## config.mk

```make
export PLATFORM = sky130hd
export DESIGN_NAME = thresholded_spot_centroid_core_flat
export DESIGN_NICKNAME = d
export VERILOG_FILES = /design/src/hw/rtl/tsc_pkg.sv /design/src/hw/rtl/tsc_req_if.sv /design/src/hw/rtl/tsc_rsp_if.sv /design/src/hw/rtl/tsc_csr.sv /design/src/hw/rtl/tsc_ctrl.sv /design/src/hw/rtl/tsc_datapath.sv /design/src/hw/rtl/thresholded_spot_centroid_core.sv /design/src/flat_wrapper.sv
export SDC_FILE = /design/constraint.sdc
export NUM_CORES = 1
export LEC_CHECK = 0
export BUFFER_PORTS_ARGS = -buffer_cell sky130_fd_sc_hd__buf_2
export CAP_MARGIN = 20
export CORE_UTILIZATION = 63
export DETAILED_ROUTE_END_ITERATION = 12
export PLACE_DENSITY = 0.82
export RECOVER_POWER = 25
export SETUP_SLACK_MARGIN = 0.5
export SLEW_MARGIN = 25
export SYNTH_ARGS = -nofsm -noshare
export SYNTH_HDL_FRONTEND = slang
export SYNTH_SLANG_ARGS = --single-unit
export TNS_END_PERCENT = 30
```

## constraint.sdc

```tcl
create_clock -name clock -period 6.3 [get_ports clock]
set_clock_uncertainty 0.15 [all_clocks]
set_input_delay 0.315 -clock clock [delete_from_list [all_inputs] [get_ports clock]]
set_output_delay 0.315 -clock clock [all_outputs]
set_load 0.02 [all_outputs]
```

## src/hw/rtl/tsc_pkg.sv

```systemverilog
package tsc_pkg;

   localparam int unsigned CSR_ADDR_W = 3;

   localparam logic REG_GRAY_THRESHOLD    = 1'b0;
   localparam logic REG_MAX_BRIGHT_PIXELS = 1'b1;

   localparam logic [10:0] COUNT_MAX = 11'd2047;
   localparam logic [9:0]  COORD_MAX = 10'd1023;

   localparam logic [7:0] GRAY_THRESHOLD_RESET    = 8'd80;
   localparam logic [9:0] MAX_BRIGHT_PIXELS_RESET = 10'd60;

   typedef struct packed {
      logic [7:0] gray_threshold;
      logic [9:0] max_bright_pixels;
   } cfg_type;

   typedef struct packed {
      logic ready;
      logic take;
      logic div_step;
      logic load_out;
   } cmd_type;

   typedef struct packed {
      logic out_free;
   } status_type;

   typedef struct packed {
      logic [9:0]  spot_x;
      logic [9:0]  spot_y;
      logic [10:0] bright_count;
      logic        found;
      logic        overloaded;
   } result_type;

endpackage

```

## src/hw/rtl/tsc_req_if.sv

```systemverilog
interface tsc_req_if;
   logic       valid;
   logic       ready;
   logic [7:0] pixel;
   logic       row_end;
   logic       frame_end;

   modport source (output valid, output pixel, output row_end, output frame_end,
                   input ready);
   modport sink   (input valid, input pixel, input row_end, input frame_end,
                   output ready);
endinterface

```

## src/hw/rtl/tsc_rsp_if.sv

```systemverilog
interface tsc_rsp_if;
   logic        valid;
   logic        ready;
   logic [9:0]  spot_x;
   logic [9:0]  spot_y;
   logic [10:0] bright_count;
   logic        found;
   logic        overloaded;

   modport source (output valid, output spot_x, output spot_y, output bright_count,
                   output found, output overloaded, input ready);
   modport sink   (input valid, input spot_x, input spot_y, input bright_count,
                   input found, input overloaded, output ready);
endinterface

```

## src/hw/rtl/tsc_csr.sv

```systemverilog
module tsc_csr (
   input  logic                              clock,
   input  logic                              reset,
   input  logic                              psel,
   input  logic                              penable,
   input  logic                              pwrite,
   input  logic [tsc_pkg::CSR_ADDR_W-1:0]    paddr,
   input  logic [31:0]                       pwdata,
   output logic [31:0]                       prdata,
   output logic                              pready,
   output tsc_pkg::cfg_type                  cfg
);

   logic [7:0] threshold_ff, threshold_in;
   logic [9:0] max_bright_ff, max_bright_in;
   logic       write;
   logic       index;

   assign pready = 1'b1;
   assign write  = psel & penable & pwrite;
   assign index  = paddr[2];

   always_comb begin
      threshold_in  = threshold_ff;
      max_bright_in = max_bright_ff;
      if (write) begin
         unique case (index)
            tsc_pkg::REG_GRAY_THRESHOLD:    threshold_in  = pwdata[7:0];
            tsc_pkg::REG_MAX_BRIGHT_PIXELS: max_bright_in = pwdata[9:0];
            default:                        threshold_in  = threshold_ff;
         endcase
      end
   end

   always_comb begin
      unique case (index)
         tsc_pkg::REG_GRAY_THRESHOLD:    prdata = {24'd0, threshold_ff};
         tsc_pkg::REG_MAX_BRIGHT_PIXELS: prdata = {22'd0, max_bright_ff};
         default:                        prdata = 32'd0;
      endcase
   end

   always_ff @(posedge clock) begin
      if (reset) begin
         threshold_ff  <= tsc_pkg::GRAY_THRESHOLD_RESET;
         max_bright_ff <= tsc_pkg::MAX_BRIGHT_PIXELS_RESET;
      end else begin
         threshold_ff  <= threshold_in;
         max_bright_ff <= max_bright_in;
      end
   end

   assign cfg.gray_threshold    = threshold_ff;
   assign cfg.max_bright_pixels = max_bright_ff;

endmodule

```

## src/hw/rtl/tsc_ctrl.sv

```systemverilog
module tsc_ctrl #(
   parameter int unsigned MAX_COLUMNS = 1024,
   parameter int unsigned MAX_ROWS    = 1024
) (
   input  logic                 clock,
   input  logic                 reset,
   input  logic                 req_valid,
   input  logic                 req_frame_end,
   input  tsc_pkg::status_type  status,
   output tsc_pkg::cmd_type     cmd
);

   localparam int unsigned CW     = $clog2(MAX_COLUMNS);
   localparam int unsigned RW     = $clog2(MAX_ROWS);
   localparam int unsigned QW     = (CW > RW) ? CW : RW;
   localparam int unsigned STEP_W = $clog2(QW + 1);

   localparam logic [1:0] S_ACCUM  = 2'd0;
   localparam logic [1:0] S_DIVIDE = 2'd1;
   localparam logic [1:0] S_FINISH = 2'd2;

   logic [1:0]        state_ff, state_in;
   logic [STEP_W-1:0] step_ff, step_in;

   always_comb begin
      state_in     = state_ff;
      step_in      = step_ff;
      cmd.ready    = 1'b0;
      cmd.take     = 1'b0;
      cmd.div_step = 1'b0;
      cmd.load_out = 1'b0;
      unique case (state_ff)
         S_ACCUM: begin
            cmd.ready = 1'b1;
            cmd.take  = req_valid;
            if (req_valid && req_frame_end) begin
               state_in = S_DIVIDE;
               step_in  = '0;
            end
         end
         S_DIVIDE: begin
            cmd.div_step = 1'b1;
            step_in      = step_ff + 1'b1;
            if (step_ff == STEP_W'(QW - 1)) begin
               state_in = S_FINISH;
            end
         end
         S_FINISH: begin
            if (status.out_free) begin
               cmd.load_out = 1'b1;
               state_in     = S_ACCUM;
            end
         end
         default: state_in = S_ACCUM;
      endcase
   end

   always_ff @(posedge clock) begin
      if (reset) begin
         state_ff <= S_ACCUM;
         step_ff  <= '0;
      end else begin
         state_ff <= state_in;
         step_ff  <= step_in;
      end
   end

endmodule

```

## src/hw/rtl/tsc_datapath.sv

```systemverilog
module tsc_datapath #(
   parameter int unsigned MAX_COLUMNS = 1024,
   parameter int unsigned MAX_ROWS    = 1024
) (
   input  logic                 clock,
   input  logic                 reset,
   input  tsc_pkg::cmd_type     cmd,
   output tsc_pkg::status_type  status,
   input  tsc_pkg::cfg_type     cfg,
   input  logic [7:0]           pixel,
   input  logic                 row_end,
   input  logic                 frame_end,
   output tsc_pkg::result_type  result,
   output logic                 result_valid,
   input  logic                 result_ready
);

   localparam int unsigned CW = $clog2(MAX_COLUMNS);
   localparam int unsigned RW = $clog2(MAX_ROWS);
   localparam int unsigned QW = (CW > RW) ? CW : RW;

   logic [CW-1:0] col_ff, col_in;
   logic [RW-1:0] row_ff, row_in;
   logic [19:0]   wsum_ff, wsum_in;
   logic [31:0]   csum_ff, csum_in;
   logic [31:0]   rsum_ff, rsum_in;
   logic [10:0]   count_ff, count_in;
   logic          stopped_ff, stopped_in;

   logic          bright;
   logic          line_end;
   logic [CW+7:0] col_prod;
   logic [RW+7:0] row_prod;

   logic [19:0]   den_ff;
   logic [19:0]   rem_x_ff, rem_x_in, rem_y_ff, rem_y_in;
   logic [QW-1:0] quo_x_ff, quo_x_in, quo_y_ff, quo_y_in;
   logic [10:0]   count_cap_ff;
   logic          over_cap_ff;

   logic [20:0]   den_ext;
   logic [20:0]   trial_x, trial_y, diff_x, diff_y;
   logic          ge_x, ge_y;
   logic [QW:0]   shift_x, shift_y;
   logic [31:0]   csum_hi, rsum_hi;
   logic [31:0]   qx_ext, qy_ext;
   logic [9:0]    sat_x, sat_y;
   logic          found;

   tsc_pkg::result_type out_ff;
   logic                out_valid_ff, out_valid_in;

   assign bright   = !stopped_ff && (pixel > cfg.gray_threshold)
                     && (count_ff < tsc_pkg::COUNT_MAX);
   assign line_end = row_end | frame_end;
   assign col_prod = {{CW{1'b0}}, pixel} * {8'd0, col_ff};
   assign row_prod = {{RW{1'b0}}, pixel} * {8'd0, row_ff};

   always_comb begin
      wsum_in  = wsum_ff;
      csum_in  = csum_ff;
      rsum_in  = rsum_ff;
      count_in = count_ff;
      if (bright) begin
         wsum_in  = wsum_ff + {12'd0, pixel};
         csum_in  = csum_ff + 32'(col_prod);
         rsum_in  = rsum_ff + 32'(row_prod);
         count_in = count_ff + 11'd1;
      end
      stopped_in = stopped_ff | (line_end && (count_in > {1'b0, cfg.max_bright_pixels}));
      col_in = col_ff;
      row_in = row_ff;
      if (line_end) begin
         col_in = '0;
         if (row_ff < RW'(MAX_ROWS - 1)) begin
            row_in = row_ff + 1'b1;
         end
      end else if (col_ff < CW'(MAX_COLUMNS - 1)) begin
         col_in = col_ff + 1'b1;
      end
   end

   always_ff @(posedge clock) begin
      if (reset) begin
         col_ff     <= '0;
         row_ff     <= '0;
         wsum_ff    <= '0;
         csum_ff    <= '0;
         rsum_ff    <= '0;
         count_ff   <= '0;
         stopped_ff <= 1'b0;
      end else if (cmd.take) begin
         if (frame_end) begin
            col_ff     <= '0;
            row_ff     <= '0;
            wsum_ff    <= '0;
            csum_ff    <= '0;
            rsum_ff    <= '0;
            count_ff   <= '0;
            stopped_ff <= 1'b0;
         end else begin
            col_ff     <= col_in;
            row_ff     <= row_in;
            wsum_ff    <= wsum_in;
            csum_ff    <= csum_in;
            rsum_ff    <= rsum_in;
            count_ff   <= count_in;
            stopped_ff <= stopped_in;
         end
      end
   end

   // restoring division, one quotient bit per lane each step
   assign den_ext = {1'b0, den_ff};
   assign trial_x = {rem_x_ff, quo_x_ff[QW-1]};
   assign trial_y = {rem_y_ff, quo_y_ff[QW-1]};
   assign diff_x  = trial_x - den_ext;
   assign diff_y  = trial_y - den_ext;
   assign ge_x    = trial_x >= den_ext;
   assign ge_y    = trial_y >= den_ext;
   assign shift_x = {quo_x_ff, ge_x};
   assign shift_y = {quo_y_ff, ge_y};
   assign rem_x_in = ge_x ? diff_x[19:0] : trial_x[19:0];
   assign rem_y_in = ge_y ? diff_y[19:0] : trial_y[19:0];
   assign quo_x_in = shift_x[QW-1:0];
   assign quo_y_in = shift_y[QW-1:0];

   assign csum_hi = csum_in >> QW;
   assign rsum_hi = rsum_in >> QW;

   always_ff @(posedge clock) begin
      if (cmd.take && frame_end) begin
         den_ff       <= wsum_in;
         rem_x_ff     <= csum_hi[19:0];
         rem_y_ff     <= rsum_hi[19:0];
         quo_x_ff     <= csum_in[QW-1:0];
         quo_y_ff     <= rsum_in[QW-1:0];
         count_cap_ff <= count_in;
         over_cap_ff  <= stopped_in;
      end else if (cmd.div_step) begin
         rem_x_ff <= rem_x_in;
         rem_y_ff <= rem_y_in;
         quo_x_ff <= quo_x_in;
         quo_y_ff <= quo_y_in;
      end
   end

   assign found  = den_ff != 20'd0;
   assign qx_ext = 32'(quo_x_ff);
   assign qy_ext = 32'(quo_y_ff);
   assign sat_x  = (qx_ext > 32'(tsc_pkg::COORD_MAX)) ? tsc_pkg::COORD_MAX : qx_ext[9:0];
   assign sat_y  = (qy_ext > 32'(tsc_pkg::COORD_MAX)) ? tsc_pkg::COORD_MAX : qy_ext[9:0];

   always_ff @(posedge clock) begin
      if (cmd.load_out) begin
         out_ff.spot_x       <= found ? sat_x : 10'd0;
         out_ff.spot_y       <= found ? sat_y : 10'd0;
         out_ff.bright_count <= count_cap_ff;
         out_ff.found        <= found;
         out_ff.overloaded   <= over_cap_ff;
      end
   end

   always_comb begin
      out_valid_in = out_valid_ff;
      if (cmd.load_out) begin
         out_valid_in = 1'b1;
      end else if (result_ready) begin
         out_valid_in = 1'b0;
      end
   end

   always_ff @(posedge clock) begin
      if (reset) begin
         out_valid_ff <= 1'b0;
      end else begin
         out_valid_ff <= out_valid_in;
      end
   end

   assign status.out_free = !out_valid_ff | result_ready;
   assign result          = out_ff;
   assign result_valid    = out_valid_ff;

endmodule

```

## src/hw/rtl/thresholded_spot_centroid_core.sv

```systemverilog
// Spot centroid of thresholded gray pixels.
// req carries one pixel per transfer in raster order, with row_end on the
// last pixel of each row and frame_end on the last pixel of the frame.
// Pixels above gray_threshold add to the weight and moment sums; a row-end
// bright count above max_bright_pixels freezes the sums for the frame.
// rsp carries one result per frame: weighted mean column and row, bright
// count, found and overloaded.
// Throughput: one pixel per cycle within a frame. After the frame-end
// transfer the block runs a restoring divider for Q quotient bits (one
// bit per cycle, Q = clog2 of the larger of MAX_COLUMNS and MAX_ROWS),
// then loads the output register once it is free, with req held not
// ready until that load; rsp valid is registered from the load.
// The output register holds the result while rsp is stalled; the next frame
// streams in meanwhile, and only its own result load waits for the register.
// Reset: synchronous; clears frame state, empties the output register and
// sets gray_threshold to 80 and max_bright_pixels to 60.
// CSR: gray_threshold at 0x0, max_bright_pixels at 0x4; to be written while idle (the block does not enforce this).
module thresholded_spot_centroid_core #(
   parameter int unsigned MAX_COLUMNS = 1024,
   parameter int unsigned MAX_ROWS    = 1024
) (
   input  logic                           clock,
   input  logic                           reset,
   tsc_req_if.sink                        req,
   tsc_rsp_if.source                      rsp,
   input  logic                           csr_psel,
   input  logic                           csr_penable,
   input  logic                           csr_pwrite,
   input  logic [tsc_pkg::CSR_ADDR_W-1:0] csr_paddr,
   input  logic [31:0]                    csr_pwdata,
   output logic [31:0]                    csr_prdata,
   output logic                           csr_pready
);

   tsc_pkg::cfg_type    cfg;
   tsc_pkg::cmd_type    cmd;
   tsc_pkg::status_type status;
   tsc_pkg::result_type result;

   tsc_csr u_csr (
      .clock   (clock),
      .reset   (reset),
      .psel    (csr_psel),
      .penable (csr_penable),
      .pwrite  (csr_pwrite),
      .paddr   (csr_paddr),
      .pwdata  (csr_pwdata),
      .prdata  (csr_prdata),
      .pready  (csr_pready),
      .cfg     (cfg)
   );

   tsc_ctrl #(
      .MAX_COLUMNS (MAX_COLUMNS),
      .MAX_ROWS    (MAX_ROWS)
   ) u_ctrl (
      .clock         (clock),
      .reset         (reset),
      .req_valid     (req.valid),
      .req_frame_end (req.frame_end),
      .status        (status),
      .cmd           (cmd)
   );

   tsc_datapath #(
      .MAX_COLUMNS (MAX_COLUMNS),
      .MAX_ROWS    (MAX_ROWS)
   ) u_datapath (
      .clock        (clock),
      .reset        (reset),
      .cmd          (cmd),
      .status       (status),
      .cfg          (cfg),
      .pixel        (req.pixel),
      .row_end      (req.row_end),
      .frame_end    (req.frame_end),
      .result       (result),
      .result_valid (rsp.valid),
      .result_ready (rsp.ready)
   );

   assign req.ready        = cmd.ready;
   assign rsp.spot_x       = result.spot_x;
   assign rsp.spot_y       = result.spot_y;
   assign rsp.bright_count = result.bright_count;
   assign rsp.found        = result.found;
   assign rsp.overloaded   = result.overloaded;

endmodule
```

## src/flat_wrapper.sv

```systemverilog
// flat-port wrapper written by rule: the top's interface ports become plain ports
module thresholded_spot_centroid_core_flat 
#(
   parameter int unsigned MAX_COLUMNS = 1024,
   parameter int unsigned MAX_ROWS    = 1024
)
  (clock, reset, csr_psel, csr_penable, csr_pwrite, csr_paddr, csr_pwdata, csr_prdata, csr_pready, req_valid, req_pixel, req_row_end, req_frame_end, req_ready, rsp_valid, rsp_spot_x, rsp_spot_y, rsp_bright_count, rsp_found, rsp_overloaded, rsp_ready);
  tsc_req_if req_i ();
  tsc_rsp_if rsp_i ();
  input  logic clock;
  input  logic reset;
  input  logic csr_psel;
  input  logic csr_penable;
  input  logic csr_pwrite;
  input  logic [tsc_pkg::CSR_ADDR_W-1:0] csr_paddr;
  input  logic [31:0] csr_pwdata;
  output logic [31:0] csr_prdata;
  output logic csr_pready;
  input wire logic [$bits(req_i.valid)-1:0] req_valid;
  input wire logic [$bits(req_i.pixel)-1:0] req_pixel;
  input wire logic [$bits(req_i.row_end)-1:0] req_row_end;
  input wire logic [$bits(req_i.frame_end)-1:0] req_frame_end;
  output wire logic [$bits(req_i.ready)-1:0] req_ready;
  output wire logic [$bits(rsp_i.valid)-1:0] rsp_valid;
  output wire logic [$bits(rsp_i.spot_x)-1:0] rsp_spot_x;
  output wire logic [$bits(rsp_i.spot_y)-1:0] rsp_spot_y;
  output wire logic [$bits(rsp_i.bright_count)-1:0] rsp_bright_count;
  output wire logic [$bits(rsp_i.found)-1:0] rsp_found;
  output wire logic [$bits(rsp_i.overloaded)-1:0] rsp_overloaded;
  input wire logic [$bits(rsp_i.ready)-1:0] rsp_ready;
  assign req_i.valid = req_valid;
  assign req_i.pixel = req_pixel;
  assign req_i.row_end = req_row_end;
  assign req_i.frame_end = req_frame_end;
  assign req_ready = req_i.ready;
  assign rsp_valid = rsp_i.valid;
  assign rsp_spot_x = rsp_i.spot_x;
  assign rsp_spot_y = rsp_i.spot_y;
  assign rsp_bright_count = rsp_i.bright_count;
  assign rsp_found = rsp_i.found;
  assign rsp_overloaded = rsp_i.overloaded;
  assign rsp_i.ready = rsp_ready;
  thresholded_spot_centroid_core #(.MAX_COLUMNS(MAX_COLUMNS), .MAX_ROWS(MAX_ROWS)) u_core (.clock(clock), .reset(reset), .req(req_i), .rsp(rsp_i), .csr_psel(csr_psel), .csr_penable(csr_penable), .csr_pwrite(csr_pwrite), .csr_paddr(csr_paddr), .csr_pwdata(csr_pwdata), .csr_prdata(csr_prdata), .csr_pready(csr_pready));
endmodule
```

# After elaboration in Yosys (flattened, before gate mapping)
# Cells that the tools add are included.
[word_totals]
regBits = 266
out_inout_bits = 68
wordCells = 121
[classes]
addsub = 9
multipliers = 2
order_cmp = 9
n_eq_ne = 6
n_mux = 40
bitwise_logic = 6
reduce_logical = 23
[ops]
columns = ["op", "count"]
rows = [
  ["$mux W20", 8],
  ["$mux W32", 4],
  ["$mux W10", 12],
  ["$add A32 B18 Y32", 2],
  ["$pmux W32 S2", 1],
  ["$ge A21 B20 Y1", 2],
  ["$sub A20 B20 Y20", 2],
  ["$mul A8 B10 Y18", 2],
  ["$mux W11", 2],
  ["$add A10 B1 Y10 const B", 2],
  ["$add A20 B8 Y20", 1],
  ["$gt A10 B10 Y1 const B", 2],
  ["$lt A10 B10 Y1 const B", 2],
  ["$reduce_bool A20 Y1", 1],
  ["$reduce_bool A2 Y1", 6],
  ["$add A11 B1 Y11 const B", 1],
  ["$gt A11 B10 Y1", 1],
  ["$lt A11 B11 Y1 const B", 1],
  ["$reduce_and A2 Y1", 5],
  ["$gt A8 B8 Y1", 1],
  ["$mux W2", 4],
  ["$pmux W4 S2", 1],
  ["$mux W1", 6],
  ["$pmux W2 S3", 1],
  ["other kinds (15)", 25],
]

# Longest topological paths before layout
[logic_depth]
ltp_word = 8
depth_mapped = 21
mapped_depth_nobuf = 18

# Hierarchy
# From an unflattened synthesis, not the netlist that was laid out.
[unflattened]
hier_cells = 2390
hier_area_um2 = 21353.0
[modules_own_cells]
columns = ["module", "instances", "cells_per_inst", "area_per_inst_um2", "seq_area_each_um2"]
rows = [
  ["tsc_datapath", 1, 2241, 19976.7, 6015.8],
  ["tsc_csr", 1, 112, 1063.5, 360.3],
  ["tsc_ctrl", 1, 37, 312.8, 120.1],
]

# Worst setup path before layout
# OpenSTA, ideal clock, no wires.
[synth_path]
path_type = "register to register"
from = "reg u_core.u_datapath.row_ff[3]"
to = "reg u_core.u_datapath.rem_y_ff[13], data pin"
t_arrival_ns = 4.842
required_ns = 5.874
slack_ns = 1.032
stages_incl_launch_ff = 19
path_buffers = 2
period_less_slack_ns = 5.268
cell_sequence = "dfxtp_1 clkbuf_1 and2_1 fa_1 fa_1 fa_1 inv_1 fa_1 inv_1 ha_1 o21a_1 o21a_1 a41oi_1 o21ai_0 a41o_1 clkbuf_1 and3_1 xnor2_1 a22oi_1"
[synth_via]
elab_chain_cells = 4
[synth_rtl]
columns = ["item", "line", "rtl"]
rows = [
  ["from (decl)", "tsc_datapath.sv:23", "logic [RW-1:0] row_ff, row_in;"],
  ["from (signal assigned)", "tsc_datapath.sv:103", "row_ff <= row_in;"],
  ["$mul A8 B10 Y18", "tsc_datapath.sv:57", "assign row_prod = {{RW{1'b0}}, pixel} * {8'd0, row_ff};"],
  ["$add A32 B18 Y32", "tsc_datapath.sv:67", "rsum_in = rsum_ff + 32'(row_prod);"],
  ["$mux W32", "tsc_datapath.sv:64", "if (bright) begin"],
  ["$mux W20", "tsc_datapath.sv:132", "if (cmd.take && frame_end) begin"],
  ["to (signal assigned)", "tsc_datapath.sv:135", "rem_y_ff <= rsum_hi[19:0];"],
  ["to (signal assigned)", "tsc_datapath.sv:142", "rem_y_ff <= rem_y_in;"],
  ["to (decl)", "tsc_datapath.sv:36", "logic [19:0] rem_x_ff, rem_x_in, rem_y_ff, rem_y_in;"],
]
# No other way between the ends. The select of a mux whose other input is x is not followed.
# A chain may end at the register's enable or synchronous reset.

# Worst setup path after layout
[layout_path]
from = "reg u_core.u_datapath.row_ff[6]"
to = "reg u_core.u_datapath.rsum_ff[22]"
[layout_via]
elab_chain_cells = 4
[layout_rtl]
columns = ["item", "line", "rtl"]
rows = [
  ["$mul A8 B10 Y18", "tsc_datapath.sv:57", ""],
  ["$add A32 B18 Y32", "tsc_datapath.sv:67", ""],
  ["$mux W32", "tsc_datapath.sv:64", ""],
  ["$mux W32", "tsc_datapath.sv:93", "if (frame_end) begin"],
  ["to (signal assigned)", "tsc_datapath.sv:106", "rsum_ff <= rsum_in;"],
  ["to (decl)", "tsc_datapath.sv:26", "logic [31:0] rsum_ff, rsum_in;"],
]
# No other way between the ends. The select of a mux whose other input is x is not followed.

==> metrics.yaml <==
finish:
  layout.nets: 2771
  final_cells: 2895
  final_cell_mix: "294 x inv_1, 230 x nand2_1, 176 x nor2_1, 157 x ha_1, 136 x a21oi_1"
  regArea_mm2: 0.00651
  final_layout_size_suffix_gt1_share_pct: 5.71
  multiInputGateArea_mm2: 0.0131
  layout_commonest_cell: "inv_1"
  area_growth_pct: 8.18
  antennaDiodeCount: 0
  fillers: 2468
routing:
  firstDrtPassIters: 5
  via_count: 17700
  drt_iter0_drc: 1669
  avgRoutedWirePerCell_um: 19.0
  wl_um: 55000
  ant_nets: 0
  drc: 0
  viasPerCell: 6.10
pwr:
  finalPower_mw: 4.83
  peakVddDrop_mv: 0.195
  p_sw_mw: 1.39
  p_leak_nw: 10.1
  swShare_pct: 28.8
  clock_power_share_pct: 39.0
  internal-power_mw: 3.44
  comb_power_share_pct: 20.6
  powerDensity_mw_per_mm2: 211
  seqPwrFrac_pct: 40.4
timing:
  maxSlewHeadroom_pct: -133
  fmax_ghz: 0.179
  drv_slew: 67
  tightest_slew_ns: 3.49
  setup_slack_ns: 0.721
  final.period_utilization_pct: 88.6
  rsz0062_at_grt: "true"
  hold_slack_ns: 0.0712
  setup_viol: 0
  fin_crit_ns: 5.58
  finalHoldViolCount: 0
  timing.setup.tns_ns: 0
run_status:
  outcome: "finished with violations"
  violations: "capacitance limit, slew limit"
placement:
  place_inst: 2829
  dp_slack_ns: 0.443
  dp_hpwl_um: 40200
  routabilityCongestion: 0.974
  portBuffers: 72
clocking:
  htree_num_levels: 1
  clk_latency_ns: 0.56
  cts_buffers: 29
  clkTransAtPathRegs_ns: 0.06
  cts_root_buf: "clkbuf_16"
  cts_tree: "yes"
  post_cts_buffers: 0
  clockBufferDepth: 3
  clock-sinks: 262
global_routing:
  grt_overflow: 0
  track_usage_pct: 32.3
  antenna_found_initial: 0
  grt_pass1_vias: 17100
  grt_max_degree: 68
  grt_pass1_wl_um: 87500
critical_path:
  crit_arrival_ns: 5.74
  path_buf_inv: 2
  path_cells: "and2_1 > fa_1 > fa_1 > fa_1 > inv_1 > fa_1 > inv_1 > ha_1 > a21o_1 > a21oi_1 > o221ai_1 > a22oi_1 > a211o_1 > nor2_1 > a32oi_1 > o41ai_1"
  critPathMostFrequentCell: "fa_1"
  start_kind: "register"
  crit_path_end_kind: "register"
  required_ns: 6.46
  cp_top_family: "adder cells"
  path_max_fanout: 11
  crit_type: "register to register"
  r2r_cells: 16
  ff2ff_setup_slack_ns: 0.72
  cp.depth: 16
  cp_slowest_cell: "dfxtp_1"
  cpPeakStageDelay_ns: 0.59
floorplanning:
  fp.dieArea_mm2: 0.0344
  rows: 66
  die_w_um: 185
  io_pins: 120
  start_util_pct: 64.6
  core_area_mm2: 0.0328
  fp.dieH_um: 185
logic_synthesis:
  postSynthCellCount: 2406
  synthesis.area_mm2: 0.0212
  ys_warn_count: 0
  ys_seq_area_share_pct: 30.7
  synthArstFlopShare_pct: 0
  synth_ff_type: "dfxtp_1"
  ys_seq_elements: 262
  synth_cell_type_count: 72
  synth_edf_count: 125
  syn_area_per_cell_um2: 8.81
flow_run:
  max_cap_viol_count: 1
hold_path:
  min_path_cells: 2
  hp-class: "input pin to register"
==> worst reg2reg max path, delay by kind of cell (launching register included) <==
kind	cells	cell delay [ns]
buffers and inverters	2	0.10
adder cells (fa/ha/maj)	5	2.45
AND/OR/NAND/NOR	2	0.37
AO/OA/AOI/OAI	7	1.69
flip-flops	1	0.59
==> layout make-up <==
cell class	count	share of cell area, %
timing repair buffer	111	2.72
clock inverter	22	1.42
inverter	295	4.83
sequential	262	28.4
multi-input combinational	1732	57.0
tap	442	2.41
clock buffer	31	3.20
==> timing repair <==
action	in CTS	in global routing
gates resized for setup	0	12
hold buffers	12	0
endpoints found under the setup margin	0	22
hold endpoints to repair	20	0
==> sequential cells by signal, summed over array words and instances (netlist names), 2 cells and up <==
name	flops
u_core.u_datapath.row_ff	10
u_core.u_ctrl.state_ff	2
u_core.u_datapath.rsum_ff	30
u_core.u_csr.max_bright_ff	10
u_core.u_datapath.den_ff	20
u_core.u_datapath.csum_ff	30
u_core.u_ctrl.step_ff	4
u_core.u_datapath.quo_y_ff	10
u_core.u_datapath.quo_x_ff	10
u_core.u_datapath.rem_y_ff	20
u_core.u_datapath.rem_x_ff	20
u_core.u_csr.threshold_ff	8
u_core.u_datapath.count_cap_ff	11
u_core.u_datapath.count_ff	11
u_core.u_datapath.result	33
u_core.u_datapath.col_ff	10
u_core.u_datapath.wsum_ff	20
==> per-stage QoR <==
stage	util [%]	area [µm²]
2_1_floorplan	-	21300
3_3_place_gp	66.5	21800
3_5_place_dp	66.5	21800
4_1_cts	70.1	23000
5_1_grt	69.9	22900
6_report	69.9	22900
==> path summary, 6_finish.rpt <==
| path | to | start |
|---|---|---|
| setup / recovery | u_core.u_datapath.rsum_ff[22] | u_core.u_datapath.row_ff[6] |
| hold / removal | u_core.u_datapath.wsum_ff[4] | reset |
| setup reg to reg | u_core.u_datapath.rsum_ff[22] | u_core.u_datapath.row_ff[6] |
| hold reg to reg | u_core.u_datapath.result[4] | u_core.u_datapath.count_cap_ff[2] |
==> synth_stat cells, drive strengths merged (33+ instances only) <==
| cell type | n | area (µm²) |
|---|---|---|
| a21o | 33 | 248 |
| a21oi | 136 | 681 |
| a22oi | 49 | 368 |
| a31oi | 41 | 257 |
| and2 | 100 | 626 |
| buf | 36 | 241 |
| clkbuf | 102 | 383 |
| dfxtp | 137 | 2740 |
| edfxtp | 125 | 3750 |
| fa | 131 | 2620 |
| ha | 157 | 1960 |
| inv | 295 | 1110 |
| mux2i | 39 | 390 |
| nand2 | 232 | 871 |
| nand3 | 44 | 220 |
| nor2 | 177 | 664 |
| nor2b | 33 | 206 |
| o21ai | 108 | 541 |
| or3 | 38 | 238 |
| xnor2 | 59 | 517 |
| xor2 | 42 | 368 |
==> power groups by stage <==
| stage | logic, mW | registers (mW) | clock network [mW] |
|---|---|---|---|
| floorplan | 0.743 | 1.97 | 0 |
| global placement | 0.938 | 1.98 | 0 |
| detailed placement | 0.962 | 1.99 | 0 |
| CTS | 0.980 | 1.95 | 1.89 |
| global route | 1.09 | 1.96 | 1.96 |
| finish | 0.997 | 1.95 | 1.88 |
==> layer usage <==
layer	wire [µm]	GRT usage (%)	share of wire, %	vias up
met2	25500	52.5	46	796
met3	4310	4.38	7.8	130
met1	23100	43.5	42	8505
met5	0	0	0	-
li1	-	-	-	8233
met4	2140	13.3	3.9	0
==> logic make-up after synthesis <==
logic type,Yosys count,synth area share [%]
buf+inv,433,8.17
xor+xnor,101,4.17
mux,46,2.21
compound gates,509,15.4
other cells,2,0.0354
flops,262,30.7
simple gates,765,17.7
fa+ha+maj,288,21.6
(Power assumes the default switching activity.)
